$ cat src/rtl/core/lpht_pkg.sv
// Package for the linear probe hash table: sizes, codes and word types.
// Depends on nothing; every module of the block imports it.
`default_nettype none
package lpht_pkg;
  localparam int unsigned Slots = 256;
  localparam int unsigned IdxW = $clog2(Slots);
  localparam int unsigned CntW = IdxW + 1;
  localparam int unsigned QDepth = 2;
  localparam int unsigned QPtrW = $clog2(QDepth);

  typedef enum logic [1:0] {
    CMD_GET = 2'd0,
    CMD_SET = 2'd1,
    CMD_REM = 2'd2,
    CMD_BAD = 2'd3
  } cmd_e;

  typedef enum logic [1:0] {
    MARK_EMPTY = 2'd0,
    MARK_LIVE  = 2'd1,
    MARK_TOMB  = 2'd2,
    MARK_NONE  = 2'd3
  } mark_e;

  typedef enum logic [2:0] {
    ST_FOUND    = 3'd0,
    ST_INSERTED = 3'd1,
    ST_MISS     = 3'd2,
    ST_REMOVED  = 3'd3,
    ST_FULL     = 3'd4
  } status_e;

  typedef struct packed {
    logic [1:0]  cmd;
    logic [2:0]  key_type;
    logic [63:0] key_value;
    logic [31:0] key_hash;
    logic [63:0] data_in;
  } req_t;

  typedef struct packed {
    logic        hit;
    logic [63:0] data_out;
    logic [2:0]  status;
  } rsp_t;

  // Classified request handed from the front to the back.
  typedef struct packed {
    logic            probe;    // needs a table walk
    logic [1:0]      cmd;
    logic [2:0]      key_type;
    logic [63:0]     key_value;
    logic [IdxW-1:0] home;
    logic [63:0]     data_in;
  } job_t;
endpackage
`default_nettype wire

$ cat src/rtl/core/lpht_front.sv
// Front end: accepts requests, classifies them and queues them for the back end.
// Depends on lpht_pkg.
`default_nettype none
module lpht_front import lpht_pkg::*; (
  input  wire  logic clk_i,
  input  wire  logic rst_ni,
  input  wire  logic start_i,
  input  wire  req_t req_i,
  output logic       busy_o,
  output logic       job_valid_o,
  output job_t       job_o,
  input  wire  logic job_pop_i
);
  job_t             q_mem [QDepth];
  logic [QPtrW-1:0] wr_q, wr_d, rd_q, rd_d;
  logic [QPtrW:0]   cnt_q, cnt_d;
  logic             push;
  job_t             job_new;

  // The queue is full when it holds QDepth words.
  assign busy_o = (cnt_q == (QPtrW+1)'(QDepth));
  assign push   = start_i && !busy_o;
  assign job_valid_o = (cnt_q != '0);
  assign job_o  = q_mem[rd_q];

  // Classify: an unknown command needs no table walk.
  always_comb begin
    job_new.probe     = (req_i.cmd != CMD_BAD);
    job_new.cmd       = req_i.cmd;
    job_new.key_type  = req_i.key_type;
    job_new.key_value = req_i.key_value;
    job_new.home      = req_i.key_hash[IdxW-1:0];
    job_new.data_in   = req_i.data_in;
  end

  // Pointer and count update.
  always_comb begin
    wr_d  = push ? QPtrW'(wr_q + 1'b1) : wr_q;
    rd_d  = job_pop_i ? QPtrW'(rd_q + 1'b1) : rd_q;
    cnt_d = cnt_q + (QPtrW+1)'(push) - (QPtrW+1)'(job_pop_i);
  end

  always_ff @(posedge clk_i or negedge rst_ni) begin
    if (!rst_ni) begin
      wr_q  <= '0;
      rd_q  <= '0;
      cnt_q <= '0;
    end else begin
      wr_q  <= wr_d;
      rd_q  <= rd_d;
      cnt_q <= cnt_d;
    end
  end

  // Queue storage.
  always_ff @(posedge clk_i) begin
    if (push) begin
      q_mem[wr_q] <= job_new;
    end
  end
endmodule
`default_nettype wire

$ cat config.mk
export PLATFORM = sky130hd
export DESIGN_NAME = lpht_front
export DESIGN_NICKNAME = d
export VERILOG_FILES = /design/src/rtl/core/lpht_pkg.sv /design/src/rtl/core/lpht_front.sv
export SDC_FILE = /design/constraint.sdc
export NUM_CORES = 1
export LEC_CHECK = 0
export BUFFER_PORTS_ARGS = -buffer_cell sky130_fd_sc_hd__buf_2
export CAP_MARGIN = 20
export CORE_MARGIN = 8
export CORE_UTILIZATION = 45
export CTS_BUF_LIST = sky130_fd_sc_hd__clkbuf_2 sky130_fd_sc_hd__clkbuf_4 sky130_fd_sc_hd__clkbuf_8
export DETAILED_ROUTE_END_ITERATION = 12
export PLACE_DENSITY = 0.8
export SKIP_LAST_GASP = 1
export SYNTH_ARGS = -nofsm -noshare
export SYNTH_HDL_FRONTEND = slang
export SYNTH_SLANG_ARGS = --single-unit
$ cat constraint.sdc
create_clock -name clk_i -period 14.2 [get_ports clk_i]
set_input_delay 0.71 -clock clk_i [delete_from_list [all_inputs] [get_ports clk_i]]
set_output_delay 0.71 -clock clk_i [all_outputs]
set_load 0.005 [all_outputs]
==> impl_results.md, run 1 <==
* Cells on worst reg2reg path at 4
* Part of the power in combinational logic at 28.8%
* Finish-stage setup viols at 0
* Synth area leader: edfxtp_1
* 1st-iter DRT viols at 299
* Min Hold Slack at 0.360 ns
* Critical-path cell list: buf_4 > mux2_2 > buf_2
* Fmax at 293 MHz
* Slowest stage delay, CP at 0.87 ns
* Initial antenna violation count at 5
* Critical Path RT at 13.49 ns
* Commonest non-fill, non-tap cells in the layout: buf_2, edfxtp_1, mux2_2
* Number of port buffers at about 290
* Post-synth top area share at 79.5%
* CTS root buf: clkbuf_8
* Part of the cycle the worst path needs at 24.0%
* Routed wire length at approximately 22 mm
* Final HPWL DP at ~15 mm
* Setup TNS at 0 ns
* Initial Util at about 46%
* Worst-Margin Slew at 1.03 ns
* Clk sink count at ~290
* Final Instance Area at between 0.01 and 0.015 mm^2
* Max transition margin at 31.2%
* Number of global-route vias before repair at 6046
* Crit path kind: flop to primary output
* Vias per inst at ~4.8
* Area of the multi-input gates at around 0.002 mm^2
* Most common cell after layout, fill and taps aside: buf_2
* Share of cells above drive strength 1 at between 60% and 70%
* CP Buf/Inv Count at 2
* CP max stage cell: buf_4
* Largest net degree at the start of global routing at 63
* Resized Gates After CTS at 0
* CP Max Fanout at 58
* Reg area at 0.00863 mm^2
* Full die area at ~0.029 mm^2
* Average cell area after synthesis at about 23 um^2
* Clk buf depth at 3
* Global placer's final weighted congestion at 0.723
* Startpoint types: flop
* CTS tree: yes
* Vias at 5446
* Placed Area at 0.0125 mm^2
* Htree depth at 2
* Max-cap violations at 0
* Levels on crit path at 3
* Outcome: finished, final reports clean
* Int Pwr at 1.94 mW
* Synth unique cells at 15
* Synth-to-Final Area Change at 25.0%
* Clock group share of total power at 25.4%
* First-pass GRT wire length at around 33 mm
* Overall Power at 2.67 mW
* Syn nets at 631
* FF+latch count, synth at 288
* Worst-skew pair later-pin latency at about 0.53 ns
* RSZ-0062 raised after global routing: no
* Net Sw Frac at 27.6%
* Net Sw Power at ~0.74 mW
* Sequential power share at 45.8%
* Final Hold Fails at 0
* Top post-synthesis cells by area: edfxtp_1, mux2_4, mux2_2, buf_6, dfrtp_1
* Mapped Cells at 460
* # nets final at 958
* Post-CTS setup buffer count at 0
* Fin. max-slew vios at 0
* DR WL/cell at 19.4 um
* # DRC at 0
* Ys Warns at 0
* Type of the worst min-delay path: primary input to flop
* Max IR drop VDD at 0.134 mV
* Fill count at 1845
* Hold_buf cts at 1
* Io pins at 313
* Gr usage total at 14.9%
* CTS clk-pin slew, worst paths at 0.06 ns
* Delay-heaviest family, CP: buffers and inverters
* Sequential area share after synthesis at 80.5%
* Period minus WS final at 3.41 ns
* Cts bufs inserted at 46
* DRT Pass-1 Iters at 4
* Pwr Density at roughly 200 mW/mm^2
* P_leak at 5.24 nW
* Core area at between 0.02 and 0.025 mm^2
* Core Util, Final at 57.3%
* Hold Crit Depth at 1
* Grt ovf at 0
* Die height at between 150 and 200 um
* Mapped Area at ~0.011 mm^2
* CP arrival at between 2 and 3 ns
* Rows at 56
* Post-detailed-route count of antenna-violating nets at 0
* Critical Path Sink Type: primary output
* Worst Skew at 0.0150 ns
* Die Span X at 170 um
## area by class of cell
cell class | instances | area share, %
Timing Repair Buffer | 295 | 11.2
Inverter | 2 | 0.0560
Antenna cell | 3 | 0.0560
Clock buffer | 63 | 5.81
Clock inverter | 22 | 0.914
Tap cell | 319 | 2.98
Sequential cell | 288 | 64.4
Multi-Input combinational cell | 154 | 14.6
## power by group through the flow
stage	Combinational, mW	Clock (mW)	Sequential, mW
after global routing	0.833	0.743	1.24
after detailed placement	0.791	0	1.24
after global placement	0.782	0	1.23
after floorplan	0.507	0	1.25
final	0.771	0.679	1.22
after CTS	0.795	0.704	1.23
## path summary, 6_finish.rpt
| kind | from | to | slack, ns |
|---|---|---|---|
| worst max-delay path | rd_q | job_o[13] | 10.79 |
| worst min-delay path | req_i[156] | q_mem[0][132] | 0.36 |
| worst max register to register | cnt_q[1] | q_mem[0][73] | 11.59 |
| worst min register to register | cnt_q[1] | cnt_q[1] | 0.49 |
| max in group asynchronous | rst_ni | rd_q | 13.53 |
| min in group asynchronous | rst_ni | cnt_q[0] | 0.53 |
## state kept, by name, indices dropped and copies added, names as in the netlist
signal,cells
wr_q,1
q_mem,284
cnt_q,2
rd_q,1
## metal layers
layer / track usage (%) / part of all wire [%] / wire length [um] / vias up
met5: 0 / 0.086 / 19 / -
met4: 5.15 / 2.4 / 528 / 4
met3: 6.23 / 9.6 / 2140 / 46
met2: 26.8 / 52 / 11600 / 219
met1: 15.3 / 36 / 7950 / 2674
li1: - / - / - / 2503
## Yosys cell counts
master,instances
nand2_1,2
nor2_1,1
xor2_1,1
xnor2_1,3
or2_2,1
mux2_2,72
inv_1,2
mux2_4,70
and3_1,1
ha_1,2
edfxtp_1,284
buf_6,9
buf_2,7
nand2b_1,1
dfrtp_1,4
## cell families after synthesis
logic type	after synthesis	share of synthesized area, %
buffers and inverters	18	1.34
muxes	142	17.4
and+or+nand+nor	6	0.280
xor gates and xnor gates	4	0.327
adders and majority gates	2	0.233
DFF	288	80.5
## through the flow
step / setup WS [ns] / std cells
after floorplan: 6.85 / 460
after global placement: 11.21 / 1057
after detailed placement: 11.20 / 1057
after CTS: 10.71 / 1143
after global routing: 10.63 / 1146
final: 10.79 / 1146
## worst reg2reg max path, delay by kind of cell (launching register included)
family,cells,cell delay [ns]
buffers and inverters,1,0.75
flip-flops,1,0.40
AND/OR/NAND/NOR,3,1.00
Power figures use the tool's default switching activity.
==> run 2: changes to the inputs <==
ABC_AREA = 1   (was unset)
PLACE_DENSITY = 0.79   (was 0.8)
clock period = 3.25 ns   (was 14.2 ns; I/O delays follow)
==> run 2 against run 1 <==
Count of clock-buffer cells in the layout shrank 1. Design area grew 14%. Final cell count grew 39%. Critical path type unchanged. Critical endpoint is now job_o[9]. Largest cell class unchanged.
==> impl_results.md, run 2 <==
* Core area at 0.0244 mm^2 (+4.2%)
* Final HPWL DP at 15.5 mm (+2.9%)
* DRT Pass-1 Iters at 5 (+1)
* Rows at 57 (+1.8%)
* Share of cells above drive strength 1 at 36.7% (-26 points)
* Fraction of registers with async set/reset at 1.39% (unchanged)
* Critical Path RT at 3.09 ns (-10.40 ns)
* Average cell area after synthesis at 14.5 um^2 (-38%)
* Fin. max-slew vios at 0 (unchanged)
* Die Span X at 174 um (+1.9%)
* Gr usage total at 17.1% (+2.3 points)
* Most flops, register: q_mem
* Placed cells at 1358 (+28%)
* Io pins at 313 (unchanged)
* Post-synth top area share at 76.3% (-3.2 points)
* Worst-Margin Slew at 0.861 ns (-0.171 ns)
* Critical Path Sink Type: primary output
* Setup TNS at 0 ns (unchanged)
* Worst-skew pair later-pin latency at 0.54 ns (about the same)
* CTS tree: yes
* Number of global-route vias before repair at 8137 (+35%)
* Top post-synthesis cells by area: edfxtp_1, o21ai_2, nand2_1, inv_1, buf_6
* CTS root buf: clkbuf_8
* Placed Area at 0.0129 mm^2 (+3.0%)
* Vias at 7407 (+36%)
* Number of port buffers at 288 (unchanged)
* # nets final at 1399 (+46%)
* Period minus WS final at around 2.2 ns
* Pwr Density at 808 mW/mm^2 (+310%)
* Die height at 174 um (+1.9%)
* Cts bufs inserted at 47 (+2.2%)
* Syn nets at 942 (+49%)
* Grt ovf at 0 (unchanged)
* Most common cell after layout, fill and taps aside: buf_2
* Routed wire length at 26.4 mm (+19%)
* Type of the worst min-delay path: primary input to flop
* DR WL/cell at 16.6 um (-14%)
* Min Hold Slack at 0.349 ns (-0.0112 ns)
* Fmax at 460 MHz
* Initial antenna violation count at 4 (-1)
* Max IR drop VDD at 0.535 mV (+300%)
* Max-cap violations at 0 (unchanged)
* Highest metal used: met4
* Worst Skew at 0.0225 ns (+0.00752 ns)
* CTS clk-pin slew, worst paths at 0.06 ns (about the same)
* # DRC at 0 (unchanged)
* Synth-to-Final Area Change at 36.5%
* Post-detailed-route count of antenna-violating nets at 0 (unchanged)
* Routed wl met3 at 2.11 mm (-1.3%)
* Full die area at 0.0301 mm^2 (+3.8%)
* WL met1 at 9.05 mm (+14%)
* Commonest non-fill, non-tap cells in the layout: buf_2, edfxtp_1, nand2_1
* Htree depth at 2 (unchanged)
* Synth unique cells at 15 (unchanged)
* Wire length on met2 at 14.0 mm (+21%)
* Max transition margin at 42.6% (+11 points)
* Startpoint types: flop
* Area of the multi-input gates at 0.00169 mm^2 (-14%)
* Largest registers: q_mem (284), cnt_q (2)
* Crit path kind: flop to primary output
* Most numerous cell in the Yosys netlist: edfxtp_1
* Non-filler instance count after layout at 1589 (+39%)
* Synth area leader: edfxtp_1
* Mapped Cells at 771 (+68%)
* Outcome: finished, final reports clean
* Initial Util at 45.8% (about the same)
* CP arrival at 2.01 ns (-0.69 ns)
* Final Hold Fails at 0 (unchanged)
* Global placer's final weighted congestion at 0.728 (+0.80%)
* Part of the cycle the worst path needs at 66.8%
* Dominant synthesized flop cell: edfxtp_1
* Sequential area share after synthesis at 77.2% (-3.3 points)
* Final Instance Area at 0.0153 mm^2 (+14%)
* Finish-stage setup viols at 0 (unchanged)
* Mapped Area at 0.0112 mm^2 (+4.2%)
* Largest net degree at the start of global routing at 112 (+78%)
* Synth top cells by count: edfxtp_1, nand2_1, inv_1
* P_leak at 6.48 nW (+24%)
* First-pass GRT wire length at 41.4 mm (+24%)
* 1st-iter DRT viols at 380 (+27%)
* Fill count at 1745 (-5.4%)
* Reg area at 0.00863 mm^2 (unchanged)
* RSZ-0062 raised after global routing: no
* Clk sink count at 288 (unchanged)
* FF+latch count, synth at 288 (unchanged)
* Ys Warns at 0 (unchanged)
* Post-synth EDFFs at 284 (unchanged)
* Clk buf depth at 3 (unchanged)
* Largest register FFs at 284 (unchanged)
* CP Max Fanout at 111 (+91%)
* Post-CTS setup buffer count at 0 (unchanged)
* Vias per inst at 4.66 (-1.9%)
==> run 2: changes by cell type in the layout (fill, tap and decap cells not counted), sizes merged, moves of 2 or more <==
| cell | delta |
|---|---|
| nand2 | +151 |
| inv | +147 |
| dlygate4sd3 | +144 |
| mux2 | -142 |
| o21ai | +142 |
| clkinv | -6 |
| clkinvlp | +3 |
| xnor2 | -3 |
| bufinv | +2 |
| nand3 | +2 |
==> run 2: power by group <==
part	total [mW]	switching, mW	internal [mW]
Combinational	3.92	2.43	1.49
Sequential	5.29	0.223	5.07
Clock	3.11	1.35	1.75
==> run 2: path summary, 6_finish.rpt <==
| check | slack [ns] | cells past startpoint | to | from |
|---|---|---|---|---|
| min | 0.35 | 2 | q_mem[0][83] | req_i[107] |
| min reg2reg | 0.49 | 2 | wr_q | wr_q |
| max | 1.08 | 4 | job_o[9] | rd_q |
| min in group asynchronous | 0.54 | 3 | cnt_q[1] | rst_ni |
| max in group asynchronous | 2.51 | 3 | rd_q | rst_ni |
| max reg2reg | 1.27 | 5 | q_mem[0][37] | cnt_q[0] |
==> run 2: final cells by class <==
class                      instances  area share (%)
timing repair buffer             440            19.8
antenna                            4          0.0656
multi-input combinational        301            11.1
clock buffer                      62            4.98
tap                              324            2.66
clock inverter                    20            1.11
inverter                         150            3.72
sequential                       288            56.6
==> run 2: logic make-up after synthesis <==
family / count (synthesis) / synth area share (%)
adder cells (fa/ha/maj): 2 / 0.224
XOR/XNOR: 1 / 0.0784
AO/OA/AOI/OAI: 142 / 9.51
AND/OR/NAND/NOR: 156 / 5.26
buffers and inverters: 182 / 7.73
flip-flops: 288 / 77.2
==> run 2: metal layers <==
layer | global-route usage, % | vias to the layer above
met2 | 31.6 | 313
li1 | - | 3564
met4 | 8.80 | 0
met5 | 0 | -
met1 | 16.8 | 3445
met3 | 5.69 | 85
==> run 2: stage by stage <==
stage          setup WS (ns)  utilization, %  power, mW
2_1_floorplan          0.129               -       7.75
3_3_place_gp            1.33            52.7       9.03
3_5_place_dp            1.29            52.7       9.14
4_1_cts                 1.11            62.5       12.4
5_1_grt                0.934            62.5       13.1
6_report                1.08            62.5       12.3
==> run 2: what timing repair did <==
| action | 4_1_cts | 5_1_grt |
|---|---|---|
| endpoints found under the hold margin | 290 | 0 |
| gates resized for setup | 0 | 0 |
| hold buffers | 145 | 0 |
==> run 2: worst max-delay path, stage by stage (launching register included) <==
cell and delay [ns]:
dfrtp_4 0.53, buf_12 0.37, nand2_1 0.15, o21ai_0 0.16, buf_2 0.17
==> run 3: changes to the inputs <==
ABC_AREA = 0   (was 1)
PLACE_DENSITY = 0.8   (was 0.79)
clock period = 2 ns   (was 3.25 ns; I/O delays follow)
==> run 3 against run 2 <==
Total power increased by 64%. Worst setup slack got worse by 1.0 ns. Sequential power increased by 63%. Die area decreased by 3.7%. Sequential share of layout area increased by 0.34 points. Clock skew about the same. Core utilization increased by 2.3 points. Count of clock-buffer cells in the layout increased by 3.
==> impl_results.md, run 3 (synthesis results as in run 1) <==
* DRT Pass-1 Iters at 4 (-1)
* Worst-Margin Slew at 0.435 ns (-0.426 ns)
* Critical Path Sink Type: primary output
* Crit path kind: flop to primary output
* Post-detailed-route count of antenna-violating nets at 0 (unchanged)
* CTS root buf: clkbuf_8
* Synth-to-Final Area Change at 41.4%
* Final HPWL DP at 15.2 mm (-2.0%)
* Slowest stage delay, CP at 0.42 ns (-0.11 ns)
* Fmax at 517 MHz
* CTS clk-pin slew, worst paths at 0.06 ns (about the same)
* Overall Power at 20.2 mW (+64%)
* Max transition margin at 71.0% (+28 points)
* Sequential power share at 42.5% (-0.4 points)
* CP Max Fanout at 21 (-81%)
* Initial antenna violation count at 2 (-2)
* Number of port buffers at 288 (unchanged)
* CP Buf/Inv Count at 3 (+1)
* Net Sw Power at 5.56 mW (+39%)
* Most flops, register: q_mem
* Clock group share of total power at 25.8% (+0.6 points)
* Non-filler instance count after layout at 1301 (-18%)
* Fill count at 1598 (-8.4%)
* Die Span X at 170 um (-1.9%)
* Worst Skew at 0.0221 ns (-0.000391 ns)
* Full die area at 0.0290 mm^2 (-3.7%)
* Grt ovf at 0 (unchanged)
* Delay-heaviest family, CP: buffers and inverters
* Pre-CTS WS at 0.295 ns (-0.995 ns)
* DR WL/cell at 19.8 um (+19%)
* Share of cells above drive strength 1 at 53.6% (+17 points)
* Number of global-route vias before repair at 7004 (-14%)
* Pwr Density at 1330 mW/mm^2 (+65%)
* Net Sw Frac at 27.5% (-5.0 points)
* Htree depth at 2 (unchanged)
* Int Pwr at 14.7 mW (+77%)
* Placed cells at 1065 (-22%)
* P_leak at 5.98 nW (-7.6%)
* Worst-skew pair later-pin latency at 0.53 ns (about the same)
* Die height at 170 um (-1.9%)
* # DRC at 0 (unchanged)
* Placed Area at 0.0127 mm^2 (-1.7%)
* Resized Gates After CTS at 0 (unchanged)
* Type of the worst min-delay path: primary input to flop
* Critical Path RT at 1.90 ns (-1.19 ns)
* Max-cap violations at 0 (unchanged)
* CP arrival at 1.83 ns (-0.18 ns)
* Commonest non-fill, non-tap cells in the layout: buf_2, edfxtp_1, dlygate4sd3_1
* Cells on worst reg2reg path at 4 (-1)
* Global placer's final weighted congestion at 0.747 (+2.6%)
* Area of the multi-input gates at 0.00197 mm^2 (+16%)
* Largest net degree at the start of global routing at 76 (-32%)
* Fin. max-slew vios at 0 (unchanged)
* # nets final at 1116 (-20%)
* Core Util, Final at 64.8% (+2.3 points)
* Clk buf depth at 3 (unchanged)
* Io pins at 313 (unchanged)
* Vias per inst at 4.75 (+1.8%)
* CP max stage cell: dfrtp_4
* Rows at 56 (-1.8%)
* Gr usage total at 17.1% (-0.048 points)
* Core area at 0.0234 mm^2 (-4.1%)
* Startpoint types: flop
* Critical-path cell list: buf_4 > buf_12 > mux2_2 > buf_2
* Levels on crit path at 4 (unchanged)
* Setup TNS at 0 ns (unchanged)
* Final WS setup at 0.0664 ns (-1.01 ns)
* Largest registers: q_mem (284), cnt_q (2)
* Finish-stage setup viols at 0 (unchanged)
* Vias at 6175 (-17%)
* First-pass GRT wire length at 38.3 mm (-7.4%)
* Initial Util at 45.8% (about the same)
* Reg area at 0.00863 mm^2 (unchanged)
* Cts bufs inserted at 47 (unchanged)
* CTS tree: yes
* 1st-iter DRT viols at 295 (-22%)
* Hold Crit Depth at 2 (unchanged)
* Largest register FFs at 284 (unchanged)
* Final Instance Area at 0.0152 mm^2 (-0.59%)
* Min Hold Slack at 0.298 ns (-0.0504 ns)
* RSZ-0062 raised after global routing: yes
* Outcome: finished, final reports clean
* Max IR drop VDD at 0.917 mV (+71%)
* Part of the power in combinational logic at 31.6% (-0.2 points)
* Routed wire length at 25.8 mm (-2.2%)
* Most common cell after layout, fill and taps aside: buf_2
* Clk sink count at 288 (unchanged)
* Period minus WS final at 1.93 ns
* Part of the cycle the worst path needs at 96.7%
* Final Hold Fails at 0 (unchanged)
==> run 3: cell count changes in the layout (fill, tap and decap cells not counted), moves of 7 or more <==
| cell | delta |
|---|---|
| clkbuf_8 | +7 |
| o21ai_0 | -27 |
| o21ai_1 | -21 |
| inv_1 | -147 |
| buf_4 | +7 |
| o21ai_2 | -94 |
| mux2_2 | +72 |
| nand2_1 | -152 |
| mux2_4 | +70 |
==> run 3: path summary, 6_finish.rpt <==
| check | startpoint | end | slack (ns) |
|---|---|---|---|
| max | rd_q | job_o[3] | 0.07 |
| min | req_i[48] | q_mem[0][48] | 0.30 |
| max reg2reg | cnt_q[1] | q_mem[0][92] | 0.34 |
| min reg2reg | cnt_q[1] | cnt_q[1] | 0.51 |
| max in group asynchronous | rst_ni | rd_q | 1.31 |
| min in group asynchronous | rst_ni | cnt_q[0] | 0.49 |
==> run 3: power groups by stage <==
stage / clock, mW / combinational [mW] / sequential [mW]
2_1_floorplan: 0 / 3.62 / 8.66
3_3_place_gp: 0 / 5.80 / 8.74
3_5_place_dp: 0 / 5.85 / 8.84
4_1_cts: 5.35 / 6.38 / 8.58
5_1_grt: 5.65 / 6.85 / 8.71
6_report: 5.23 / 6.41 / 8.61
==> run 3: area by class of cell <==
type / count / area share (%)
Inverter: 2 / 0.0495
Sequential cell: 288 / 56.9
Antenna cell: 2 / 0.0330
Multi-Input combinational cell: 154 / 13.0
Clock buffer: 65 / 5.45
Clock inverter: 19 / 1.03
Timing Repair Buffer: 452 / 20.9
Tap cell: 319 / 2.63
==> run 3: routing by layer <==
layer  share of wire (%)  GRT usage [%]  vias up
met4                 3.2           6.79        0
li1                    -              -     2807
met5                   0              0        -
met1                  36           17.7     3023
met3                 8.0           5.31       67
met2                  53           31.7      278
==> run 3: timing repair <==
action                                  4_1_cts  5_1_grt
hold buffers                                145        0
endpoints found under the setup margin      126       15
cloned                                        0        1
buffers inserted                              4        0
hold endpoints to repair                    290        0
